==> src/sv/arm_mov_execute_with_shifter_macros.svh <==
// ---------------------------------------------------------------------------
// Assertion macros for the MOV execute block
// Shared wrappers for the concurrent checks in the RTL files.
// ---------------------------------------------------------------------------
`ifndef ARM_MOV_EXECUTE_WITH_SHIFTER_MACROS_SVH
`define ARM_MOV_EXECUTE_WITH_SHIFTER_MACROS_SVH

// Condition holds at every clock edge outside reset
`define AMX_ASSERT_ALWAYS(label, clk, rst_n, cond, msg) \
    label: assert property (@(posedge clk) disable iff (!(rst_n)) (cond)) \
        else $error(msg);

// Consequent holds in the same cycle as the antecedent
`define AMX_ASSERT_IMP(label, clk, rst_n, ante, cons, msg) \
    label: assert property (@(posedge clk) disable iff (!(rst_n)) \
        (ante) |-> (cons)) else $error(msg);

// Consequent holds in the cycle after the antecedent
`define AMX_ASSERT_NEXT(label, clk, rst_n, ante, cons, msg) \
    label: assert property (@(posedge clk) disable iff (!(rst_n)) \
        (ante) |=> (cons)) else $error(msg);

`endif

==> src/sv/amx_pkg.sv <==
// ---------------------------------------------------------------------------
// amx_pkg
// Types and codes shared by the MOV execute pipeline stages.
// ---------------------------------------------------------------------------
package amx_pkg;

    // Instruction forms
    localparam logic [1:0] ACT_ROT_IMM = 2'd0;
    localparam logic [1:0] ACT_IMM16   = 2'd1;
    localparam logic [1:0] ACT_SHF_REG = 2'd2;
    localparam logic [1:0] ACT_NONE    = 2'd3;

    // Register shift kinds
    localparam logic [1:0] KIND_LSL = 2'd0;
    localparam logic [1:0] KIND_LSR = 2'd1;
    localparam logic [1:0] KIND_ASR = 2'd2;
    localparam logic [1:0] KIND_ROR = 2'd3;

    // Width of the low immediate field (rotate and imm8)
    localparam int IMM_LOW_W = 12;

    typedef logic [2:0] t_shift_op;

    // Resolved shifter operations
    localparam t_shift_op SH_PASS  = 3'd0;  // value unchanged, carry from C
    localparam t_shift_op SH_LSL   = 3'd1;
    localparam t_shift_op SH_LSR   = 3'd2;
    localparam t_shift_op SH_ASR   = 3'd3;
    localparam t_shift_op SH_ROR   = 3'd4;
    localparam t_shift_op SH_RRX   = 3'd5;
    localparam t_shift_op SH_LSR32 = 3'd6;
    localparam t_shift_op SH_ASR32 = 3'd7;

    // Decoded request for the shifter stage
    typedef struct packed {
        logic [31:0] value;
        logic [4:0]  amt;
        t_shift_op   op;
        logic        cin;
        logic        wr;
    } t_shift_req;

    // Shifter stage output
    typedef struct packed {
        logic [31:0] value;
        logic        carry;
        logic        wr;
    } t_shift_res;

endpackage

==> src/sv/amx_decode.sv <==
// ---------------------------------------------------------------------------
// amx_decode
// Stage 1: resolves the instruction form into one shifter operation.
// ---------------------------------------------------------------------------
module amx_decode
    import amx_pkg::*;
(
    input  logic                 i_clk,
    input  logic                 i_rst_n,
    input  logic                 i_valid,
    input  logic [1:0]           i_action,
    input  logic [IMM_LOW_W-1:0] i_imm_low12,
    input  logic [3:0]           i_imm_high4,
    input  logic [1:0]           i_shift_kind,
    input  logic [4:0]           i_shift_imm,
    input  logic [31:0]          i_source_value,
    input  logic                 i_carry_in,
    input  logic                 i_set_flags,
    output logic                 o_valid,
    output t_shift_req           o_req
);

`include "arm_mov_execute_with_shifter_macros.svh"

    logic       r_valid;
    t_shift_req r_req;
    t_shift_req n_req;
    logic [4:0] w_rot;

    // Modified immediate: rotate right by twice the 4-bit field
    assign w_rot = {i_imm_low12[11:8], 1'b0};

    // Form decode
    always_comb begin
        n_req.value = 32'd0;
        n_req.amt   = 5'd0;
        n_req.op    = SH_PASS;
        n_req.cin   = i_carry_in;
        n_req.wr    = 1'b0;
        unique case (i_action)
            ACT_ROT_IMM: begin
                n_req.value = {24'd0, i_imm_low12[7:0]};
                n_req.amt   = w_rot;
                n_req.op    = (w_rot == 5'd0) ? SH_PASS : SH_ROR;
                n_req.wr    = i_set_flags;
            end
            ACT_IMM16: begin
                n_req.value = {16'd0, i_imm_high4, i_imm_low12};
            end
            ACT_SHF_REG: begin
                n_req.value = i_source_value;
                n_req.amt   = i_shift_imm;
                n_req.wr    = i_set_flags;
                unique case (i_shift_kind)
                    KIND_LSL: n_req.op = (i_shift_imm == 5'd0) ? SH_PASS  : SH_LSL;
                    KIND_LSR: n_req.op = (i_shift_imm == 5'd0) ? SH_LSR32 : SH_LSR;
                    KIND_ASR: n_req.op = (i_shift_imm == 5'd0) ? SH_ASR32 : SH_ASR;
                    KIND_ROR: n_req.op = (i_shift_imm == 5'd0) ? SH_RRX   : SH_ROR;
                    default:  n_req.op = SH_PASS;
                endcase
            end
            ACT_NONE: begin
                n_req.value = 32'd0;
            end
            default: begin
                n_req.value = 32'd0;
            end
        endcase
    end

    // Stage register
    always_ff @(posedge i_clk) begin
        if (!i_rst_n) begin
            r_valid <= 1'b0;
        end else begin
            r_valid <= i_valid;
        end
        r_req <= n_req;
    end

    assign o_valid = r_valid;
    assign o_req   = r_req;

    // Sixteen-bit immediate never writes flags
    `AMX_ASSERT_NEXT(a_imm16_no_flags, i_clk, i_rst_n, i_valid && (i_action == ACT_IMM16), !r_req.wr, "imm16 request marked as writing flags")
    // A zero rotation leaves the immediate untouched
    `AMX_ASSERT_NEXT(a_rot_zero_pass, i_clk, i_rst_n, i_valid && (i_action == ACT_ROT_IMM) && (i_imm_low12[11:8] == 4'd0), r_req.op == SH_PASS, "zero rotation not decoded as pass")

endmodule

==> src/sv/amx_shift.sv <==
// ---------------------------------------------------------------------------
// amx_shift
// Stage 2: barrel shifter with shifter carry out.
// ---------------------------------------------------------------------------
module amx_shift
    import amx_pkg::*;
(
    input  logic       i_clk,
    input  logic       i_rst_n,
    input  logic       i_valid,
    input  t_shift_req i_req,
    output logic       o_valid,
    output t_shift_res o_res
);

`include "arm_mov_execute_with_shifter_macros.svh"

    logic        r_valid;
    t_shift_res  r_res;
    t_shift_res  n_res;
    logic [32:0] w_lsl;
    logic [32:0] w_rsh;
    logic [32:0] w_asr;
    logic [63:0] w_ror;

    // Shift datapaths; the extra bit catches the last bit shifted out
    assign w_lsl = {1'b0, i_req.value} << i_req.amt;
    assign w_rsh = {i_req.value, 1'b0} >> i_req.amt;
    assign w_asr = 33'($signed({i_req.value, 1'b0}) >>> i_req.amt);
    assign w_ror = {i_req.value, i_req.value} >> i_req.amt;

    // Operation select
    always_comb begin
        n_res.wr = i_req.wr;
        unique case (i_req.op)
            SH_PASS: begin
                n_res.value = i_req.value;
                n_res.carry = i_req.cin;
            end
            SH_LSL: begin
                n_res.value = w_lsl[31:0];
                n_res.carry = w_lsl[32];
            end
            SH_LSR: begin
                n_res.value = w_rsh[32:1];
                n_res.carry = w_rsh[0];
            end
            SH_ASR: begin
                n_res.value = w_asr[32:1];
                n_res.carry = w_asr[0];
            end
            SH_ROR: begin
                n_res.value = w_ror[31:0];
                n_res.carry = w_ror[31];
            end
            SH_RRX: begin
                n_res.value = {i_req.cin, i_req.value[31:1]};
                n_res.carry = i_req.value[0];
            end
            SH_LSR32: begin
                n_res.value = 32'd0;
                n_res.carry = i_req.value[31];
            end
            SH_ASR32: begin
                n_res.value = {32{i_req.value[31]}};
                n_res.carry = i_req.value[31];
            end
            default: begin
                n_res.value = i_req.value;
                n_res.carry = i_req.cin;
            end
        endcase
    end

    // Stage register
    always_ff @(posedge i_clk) begin
        if (!i_rst_n) begin
            r_valid <= 1'b0;
        end else begin
            r_valid <= i_valid;
        end
        r_res <= n_res;
    end

    assign o_valid = r_valid;
    assign o_res   = r_res;

    // Pass-through keeps value and incoming carry
    `AMX_ASSERT_NEXT(a_pass_keeps, i_clk, i_rst_n, i_valid && (i_req.op == SH_PASS), (r_res.value == $past(i_req.value)) && (r_res.carry == $past(i_req.cin)), "pass operation altered value or carry")
    // Rotate carry is the new top bit
    `AMX_ASSERT_NEXT(a_ror_carry, i_clk, i_rst_n, i_valid && (i_req.op == SH_ROR), r_res.carry == r_res.value[31], "rotate carry differs from bit 31")

endmodule

==> src/sv/arm_mov_execute_with_shifter.sv <==
// ---------------------------------------------------------------------------
// arm_mov_execute_with_shifter
// MOV execute unit: immediate forms and shifted register, with N, Z, C.
// ---------------------------------------------------------------------------
// Usage:
//   Request channel: drive the instruction fields with start high; the
//   request is taken at a clock edge where start is high and busy is low.
//   busy is high during reset and until the next clock edge after it, then stays
//   low, so one request can be issued every cycle.
//   Result channel: o_valid is high for exactly one cycle with the result
//   fields; the receiver must take it then, there is no back-pressure.
//   Path: a request taken at a clock edge is registered in turn by the three
//   register stages decode, barrel shifter and flags; the last drives the outputs.
//   Throughput: one request per cycle once busy is low; results leave in
//   request order.
//   Reset (i_rst_n low, synchronous) empties the pipeline; requests in
//   flight are dropped and no result is produced for them.
//   Flags N, Z and C are always computed; they apply only when
//   o_flags_written is high. V is not handled here.
// ---------------------------------------------------------------------------
module arm_mov_execute_with_shifter
    import amx_pkg::*;
(
    input  logic                 i_clk,
    input  logic                 i_rst_n,
    input  logic                 start,
    output logic                 busy,
    input  logic [1:0]           i_action,
    input  logic [IMM_LOW_W-1:0] i_imm_low12,
    input  logic [3:0]           i_imm_high4,
    input  logic [1:0]           i_shift_kind,
    input  logic [4:0]           i_shift_imm,
    input  logic [31:0]          i_source_value,
    input  logic                 i_carry_in,
    input  logic                 i_set_flags,
    output logic                 o_valid,
    output logic [31:0]          o_result_value,
    output logic                 o_flags_written,
    output logic                 o_neg_flag,
    output logic                 o_zero_flag,
    output logic                 o_carry_out
);

`include "arm_mov_execute_with_shifter_macros.svh"

    logic        r_busy;
    logic        w_accept;
    logic        w_dec_valid;
    t_shift_req  w_dec_req;
    logic        w_shf_valid;
    t_shift_res  w_shf_res;

    logic        r_valid;
    logic [31:0] r_result;
    logic        r_wr;
    logic        r_neg;
    logic        r_zero;
    logic        r_carry;

    // Busy register: set during reset, cleared once reset is released
    always_ff @(posedge i_clk) begin
        if (!i_rst_n) begin
            r_busy <= 1'b1;
        end else begin
            r_busy <= 1'b0;
        end
    end

    assign busy     = r_busy;
    assign w_accept = start && !r_busy;

    // Stage 1: decode
    amx_decode u_decode (
        .i_clk          (i_clk),
        .i_rst_n        (i_rst_n),
        .i_valid        (w_accept),
        .i_action       (i_action),
        .i_imm_low12    (i_imm_low12),
        .i_imm_high4    (i_imm_high4),
        .i_shift_kind   (i_shift_kind),
        .i_shift_imm    (i_shift_imm),
        .i_source_value (i_source_value),
        .i_carry_in     (i_carry_in),
        .i_set_flags    (i_set_flags),
        .o_valid        (w_dec_valid),
        .o_req          (w_dec_req)
    );

    // Stage 2: barrel shifter
    amx_shift u_shift (
        .i_clk   (i_clk),
        .i_rst_n (i_rst_n),
        .i_valid (w_dec_valid),
        .i_req   (w_dec_req),
        .o_valid (w_shf_valid),
        .o_res   (w_shf_res)
    );

    // Stage 3: flag generation and output register
    always_ff @(posedge i_clk) begin
        if (!i_rst_n) begin
            r_valid <= 1'b0;
        end else begin
            r_valid <= w_shf_valid;
        end
        r_result <= w_shf_res.value;
        r_wr     <= w_shf_res.wr;
        r_neg    <= w_shf_res.value[31];
        r_zero   <= (w_shf_res.value == 32'd0);
        r_carry  <= w_shf_res.carry;
    end

    assign o_valid         = r_valid;
    assign o_result_value  = r_result;
    assign o_flags_written = r_wr;
    assign o_neg_flag      = r_neg;
    assign o_zero_flag     = r_zero;
    assign o_carry_out     = r_carry;

    // Every request taken outside reset yields exactly one result strobe
    `AMX_ASSERT_ALWAYS(a_latency, i_clk, i_rst_n, o_valid == ($past(w_accept, 3) && $past(i_rst_n, 3) && $past(i_rst_n, 2) && $past(i_rst_n, 1)), "result strobe does not match request timing")
    // No request is taken in the cycle after reset
    `AMX_ASSERT_IMP(a_busy_after_reset, i_clk, i_rst_n, !$past(i_rst_n), !w_accept, "request accepted straight after reset")

endmodule

==> config.mk <==
export PLATFORM = sky130hd
export DESIGN_NAME = arm_mov_execute_with_shifter
export DESIGN_NICKNAME = d
export VERILOG_FILES = /design/src/sv/amx_pkg.sv /design/src/sv/amx_decode.sv /design/src/sv/amx_shift.sv /design/src/sv/arm_mov_execute_with_shifter.sv
export VERILOG_INCLUDE_DIRS = /design/src /design/src/sv
export SDC_FILE = /design/constraint.sdc
export NUM_CORES = 1
export LEC_CHECK = 0
export BUFFER_PORTS_ARGS = -buffer_cell sky130_fd_sc_hd__buf_4
export CAP_MARGIN = 10
export CELL_PAD_IN_SITES_DETAIL_PLACEMENT = 0
export CELL_PAD_IN_SITES_GLOBAL_PLACEMENT = 1
export CORE_ASPECT_RATIO = 1.5
export CORE_MARGIN = 1.5
export CORE_UTILIZATION = 50
export CTS_BUF_LIST = sky130_fd_sc_hd__clkbuf_4
export DETAILED_ROUTE_END_ITERATION = 8
export PLACE_DENSITY_LB_ADDON = 0.1
export SETUP_SLACK_MARGIN = 0.5
export SLEW_MARGIN = 20
export SYNTH_ARGS = -nofsm -noshare
export SYNTH_HDL_FRONTEND = slang
export SYNTH_SLANG_ARGS = --single-unit
==> constraint.sdc <==
create_clock -name i_clk -period 5.45 [get_ports i_clk]
set_clock_uncertainty 0.2 [all_clocks]
set_input_delay 0.2725 -clock i_clk [delete_from_list [all_inputs] [get_ports i_clk]]
set_output_delay 0.2725 -clock i_clk [all_outputs]
set_load 0.05 [all_outputs]
==> Word level (Yosys, flattened, before mapping) <==
Index checks and enable logic that the tools add are counted.
{ "op_classes": {"eq_ne": 13, "shift": 4, "n_mux": 10, "reduce_logical": 9} }
{ "ops": {"columns": ["cell", "count"], "rows": [
  ["case mux 33 bit (8 select lines)", 1],
  ["case mux 32 bit (4 select lines)", 1],
  [">> shifter 64 x 5 -> 32 bit", 1],
  ["<< shifter 32 x 5 -> 33 bit", 1],
  [">> shifter 33 x 5 -> 33 bit", 1],
  [">>> shifter 33 x 5 -> 33 bit", 1],
  ["zero test 32 bit", 1],
  ["case mux 8 bit (2 select lines)", 1],
  ["== test 3 bit (second input constant)", 4],
  ["case mux 3 bit (4 select lines)", 1],
  ["zero test 5 bit", 2],
  ["2-to-1 mux 3 bit", 3],
  ["== test 2 bit (second input constant)", 4],
  ["== test 3 x 2 -> 1 bit (second input constant)", 2],
  ["== test 2 x 1 -> 1 bit (second input constant)", 2],
  ["zero test 2 bit", 2],
  ["== test 3 x 1 -> 1 bit (second input constant)", 1],
  ["zero test 3 bit", 1],
  ["2-to-1 mux 1 bit", 3],
  ["OR reduction 2 bit", 1],
  ["logical AND 1 bit", 1],
  ["zero test 1 bit", 1]
]} }
{ "totals": {"register_bits": 116, "inputBits": 62, "output_inout_bits": 38, "wordCells": 53} }

==> Logic depth before layout (Yosys ltp) <==
{ "depth": {"word_depth": 4, "depth_mapped": 10, "depth_no_buf": 6} }

==> By module <==
From an unflattened synthesis, not the netlist that was laid out.
{ "hier_totals": {"hier_cells": 1134, "hier_area_um2": 9455.3} }
{ "by_module_without_submodules": {"columns": ["module", "instances", "cells_each", "area_each_um2", "seq_area_each_um2"], "rows": [
  ["amx_shift", 1, 949, 7211.9, 700.7],
  ["amx_decode", 1, 133, 1406.3, 860.8],
  ["arm_mov_execute_with_shifter", 1, 52, 837.1, 740.7]
]} }

==> Worst setup path after synthesis <==
No wires, ideal clock.
{ "synth_timing": {"kind": "reg-to-reg", "startpoint": "register u_decode.r_req, in the netlist u_decode.o_req[5]", "endpoint": "register u_shift.r_res, in the netlist u_shift.o_res[23]", "arrival_ns": 2.129, "t_required_ns": 5.132, "slack_ns": 3.003, "path_stages_with_launch": 8, "path_buffers": 1, "synth_period_minus_slack_ns": 2.447, "path_cell_list": "dfxtp_1 -> buf_6 -> mux2_2 -> mux4_2 -> a32o_1 -> or4_4 -> nor3_1 -> nor2_1"} }
{ "synth_rtl": {"columns": ["element", "line", "source"], "rows": [
  ["from (decl)", "amx_decode.sv:26", "t_shift_req r_req;"],
  ["from (signal assigned)", "amx_decode.sv:78", "r_req <= n_req;"],
  ["to (signal assigned)", "amx_shift.sv:82", "r_res <= n_res;"],
  ["to (decl)", "amx_shift.sv:19", "t_shift_res r_res;"]
]} }

==> results.tsv <==
stage	metric	value	unit
critical_path	crit path capture type	register	
sta	Worst Setup Slack, final	1.57	ns
cts	Reg clk slew, reported paths	0.13	ns
global_routing	GR Overflow Total	0	
synthesis	Synth top area share	26.9	%
cells_and_area	Post-Layout Cell Count	1293	
drt	via count	9677	
cts	TritonCTS clock tree	yes	
critical_path	worst reg2reg setup slack	1.57	ns
critical_path	Worst Setup SP	u_decode.o_req[8]	
cells_and_area	number of fill cells in the layout	1388	
sta	worst-margin pin slew	1.20	ns
synthesis	Yosys top cell by area	dfxtp_1	
global_routing	antenna violations before repair	2	
die	starting density of the core	51.1	%
synthesis	fraction of registers with async set/reset	0	%
synthesis	post-synthesis cell count	965	
drt	first-pass iteration count of the detailed router	9	
sta	Setup violations, final	0	
cts	Clock Latency Late Sink	0.59	ns
placement	setup slack at placement	1.81	ns
cells_and_area	Final Cell Area	10200	um^2
synthesis	post-synthesis simple-gate area fraction	16.0	%
pwr	Clock power frac	24.2	%
synthesis	Post-Synth XOR/XNOR Area	0	%
global_routing	vias in the first global route	9521	
pwr	Pleak	3.92	nW
pwr	Gate power share	34.6	%
sta	Tmin final	3.88	ns
status	failing checks	design-rule violations	
pwr	sequential power share	41.1	%
placement	Port Buf Inserts	99	
sta	Slew HR	19.0	%
drt	via-per-instance ratio	7.48	
synthesis	post-synthesis net count	1031	
die	Die Y	163	um
pwr	Max VDD drop	0.243	mV
critical_path	R2R cell count	8	
sta	Final Max Tran Viols	0	
pwr	Power per Cell Area	255	nW/um^2
critical_path	worst r2r src	u_decode.o_req[8]	
run	MaxCap Viol Count	0	
hold_path	hold path cells	2	
synthesis	Synth Area in Compound Gates	22.1	%
synthesis	Cell variety after synth	77	
status	status	finished with violations	
pwr	Int Pwr	1.51	mW
synthesis	Area contributors post-synth	dfxtp_1, mux4_2, mux2i_1, mux2_2, nor2_1	
synthesis	flops & latches, synth	115	
sta	RSZ-0062 raised after global routing	no	
cts	clk buf depth	2	
cts	TritonCTS Buffers	17	
synthesis	post-synthesis sequential area ratio	26.9	%
synthesis	multiplexer area fraction after synthesis	27.9	%
pwr	total net switching power	1.09	mW
sta	FMAX	258	MHz
synthesis	largest family of logic cells by synthesized area	multiplexers	
critical_path	crit path kind	reg2reg	
synthesis	syn_area_per_cell	8.88	um^2
critical_path	RR Endpoint	u_shift.o_res[29]	
critical_path	Worst Setup Start Kind	register	
global_routing	largest net degree at the start of global routing	62	
cts	Post-CTS Repair Setup Buffers	0	
critical_path	CP arrival	4.16	ns
cells_and_area	Finished Core Util	60.9	%
cts	Root Driver	clkbuf_4	
synthesis	Post-synth top cells	dfxtp_1, mux2i_1, nor2_1	
cells_and_area	synth-to-layout area growth	19.1	%
synthesis	Syn Std Cell Area	8570	um^2
synthesis	number of enable flip-flop cells after synthesis	0	
hold_path	HP Class	in2reg	
synthesis	most common cell in the synthesized netlist	dfxtp_1	
die	Die Wd	110	um
placement	Placed Area	9270	um^2
drt	drt total wl	42000	um
synthesis	Ys Warns	0	
pwr	switching share of power	42.0	%
placement	DP HPWL	27100	um
cells_and_area	nets@finish	1134	
placement	placed cells	1192	
die	io pins	100	
critical_path	Worst setup endpoint	u_shift.o_res[29]	
cts	H-Tree Depth	4	
critical_path	crit path max fanout	50	
drt	Routed Antenna Nets	0	
drt	Avg WL per Cell	32.5	um
die	Rows	58	
cts	# resized after CTS	0	
drt	DRC	3	
placement	GPL Wtd Cong	1.22	
die	core area	16800	um^2
sta	post-route setup TNS	0	ns
sta	Final Hold Viols	0	
critical_path	CP required	5.74	ns
cells_and_area	fraction of layout cells with a size suffix above 1	23.5	%
global_routing	GR Util All Layers	48.7	%
synthesis	top_reg_cell synth	dfxtp_1	
synthesis	Post-Synth Adder-Cell Area	0.584	%
drt	DR iter-0 viols	1506	
cts	Clock Sinks	115	
sta	crit share post-route	71.1	%
global_routing	global-route wire length before repair	61400	um
die	die area	18000	um^2
cells in the final DEF, fill, tap and decap left out, drive strengths merged, types with 9 or more instances in the layout:
| cell | Yosys | routed |
|---|---|---|
| buf | 34 | 118 |
| o22ai | 27 | 27 |
| nor2 | 83 | 83 |
| dlygate4sd3 | 0 | 67 |
| mux2 | 43 | 43 |
| mux2i | 93 | 93 |
| a21oi | 46 | 46 |
| a211oi | 12 | 12 |
| clkbuf | 67 | 17 |
| a221oi | 12 | 12 |
| o211ai | 14 | 14 |
| mux4 | 43 | 43 |
| o21a | 13 | 13 |
| inv | 16 | 21 |
| o221ai | 9 | 9 |
| nor4 | 12 | 12 |
| nand3 | 11 | 11 |
| o21ai | 40 | 40 |
| nand2 | 73 | 73 |
| nor3 | 21 | 21 |
| nor2b | 11 | 11 |
| a22o | 9 | 9 |
| nand2b | 13 | 13 |
| dfxtp | 115 | 115 |
| o22a | 15 | 15 |
| and2 | 25 | 25 |
| o32a | 9 | 9 |
flip-flops by register name, indices dropped and copies added (netlist names):
signal / cells
o_carry_out: 1
o_zero_flag: 1
u_shift.o_valid: 1
u_shift.o_res: 34
o_flags_written: 1
o_valid: 1
u_decode.o_valid: 1
busy: 1
o_result_value: 31
u_decode.o_req: 42
o_neg_flag: 1
cell type report:
type                            instances  area [um^2]  area share (%)
Timing Repair Buffer                  185         1560            15.3
Clock buffer                           17          128            1.25
Sequential cell                       115         2310            22.6
Antenna cell                            2         5.00          0.0490
Multi-Input combinational cell        732         5750            56.3
Inverter                               17         63.8           0.625
Tap cell                              210          263            2.57
Clock inverter                         15          133            1.30
logic make-up (layout without fill, tap and decap cells):
logic type      after synthesis  count (layout)
compound gates              268             268
flops                       115             115
other cells                   0               2
buf+inv                     118             234
fa+ha+maj                     4               4
mux                         179             179
simple gates                281             281
per-stage QoR:
step / power (mW) / hold WS, ns
global placement: 1.88 / 0.110
finish: 2.60 / 0.127
floorplan: 1.58 / 0.100
CTS: 2.54 / 0.136
detailed placement: 1.89 / 0.119
global route: 2.67 / 0.126
per-layer routing:
layer  wire length (um)  vias up  global-route usage, %
met5                  0        -                      0
met4               4630        0                   41.2
met3               6240      315                   22.1
met2              17800      935                   70.4
met1              13300     4537                   53.3
li1                   -     3890                      -
timing repair:
item / 4_1_cts / 5_1_grt
endpoints found under the hold margin: 46 / 0
endpoints found under the setup margin: 0 / 0
hold buffers: 67 / 0
power groups by stage:
stage                     registers, mW  clock network (mW)  logic (mW)
after floorplan                    1.13                   0       0.452
after global placement             1.07                   0       0.810
after detailed placement           1.07                   0       0.816
after CTS                          1.05               0.628       0.860
after global routing               1.07               0.664       0.939
final                              1.07               0.630       0.901
worst max-delay path: stages (launching register included):
cell     delay, ns
dfxtp_2       0.33
buf_4         0.49
buf_4         0.60
mux4_2        0.42
mux2i_1       0.70
nand2_1       0.10
o21ai_1       0.14
o22ai_1       0.29
o32a_1        0.45
how the worst min path moves through the flow:
stage	startpoint	end	slack, ns
floorplan	i_carry_in	u_decode.o_req[1]	0.10
global placement	u_shift.o_res[0]	o_flags_written	0.11
detailed placement	u_decode.o_req[0]	u_shift.o_res[0]	0.12
CTS	i_carry_in	u_decode.o_req[1]	0.14
global route	i_carry_in	u_decode.o_req[1]	0.13
finish	i_carry_in	u_decode.o_req[1]	0.13
(Power assumes the default switching activity.)
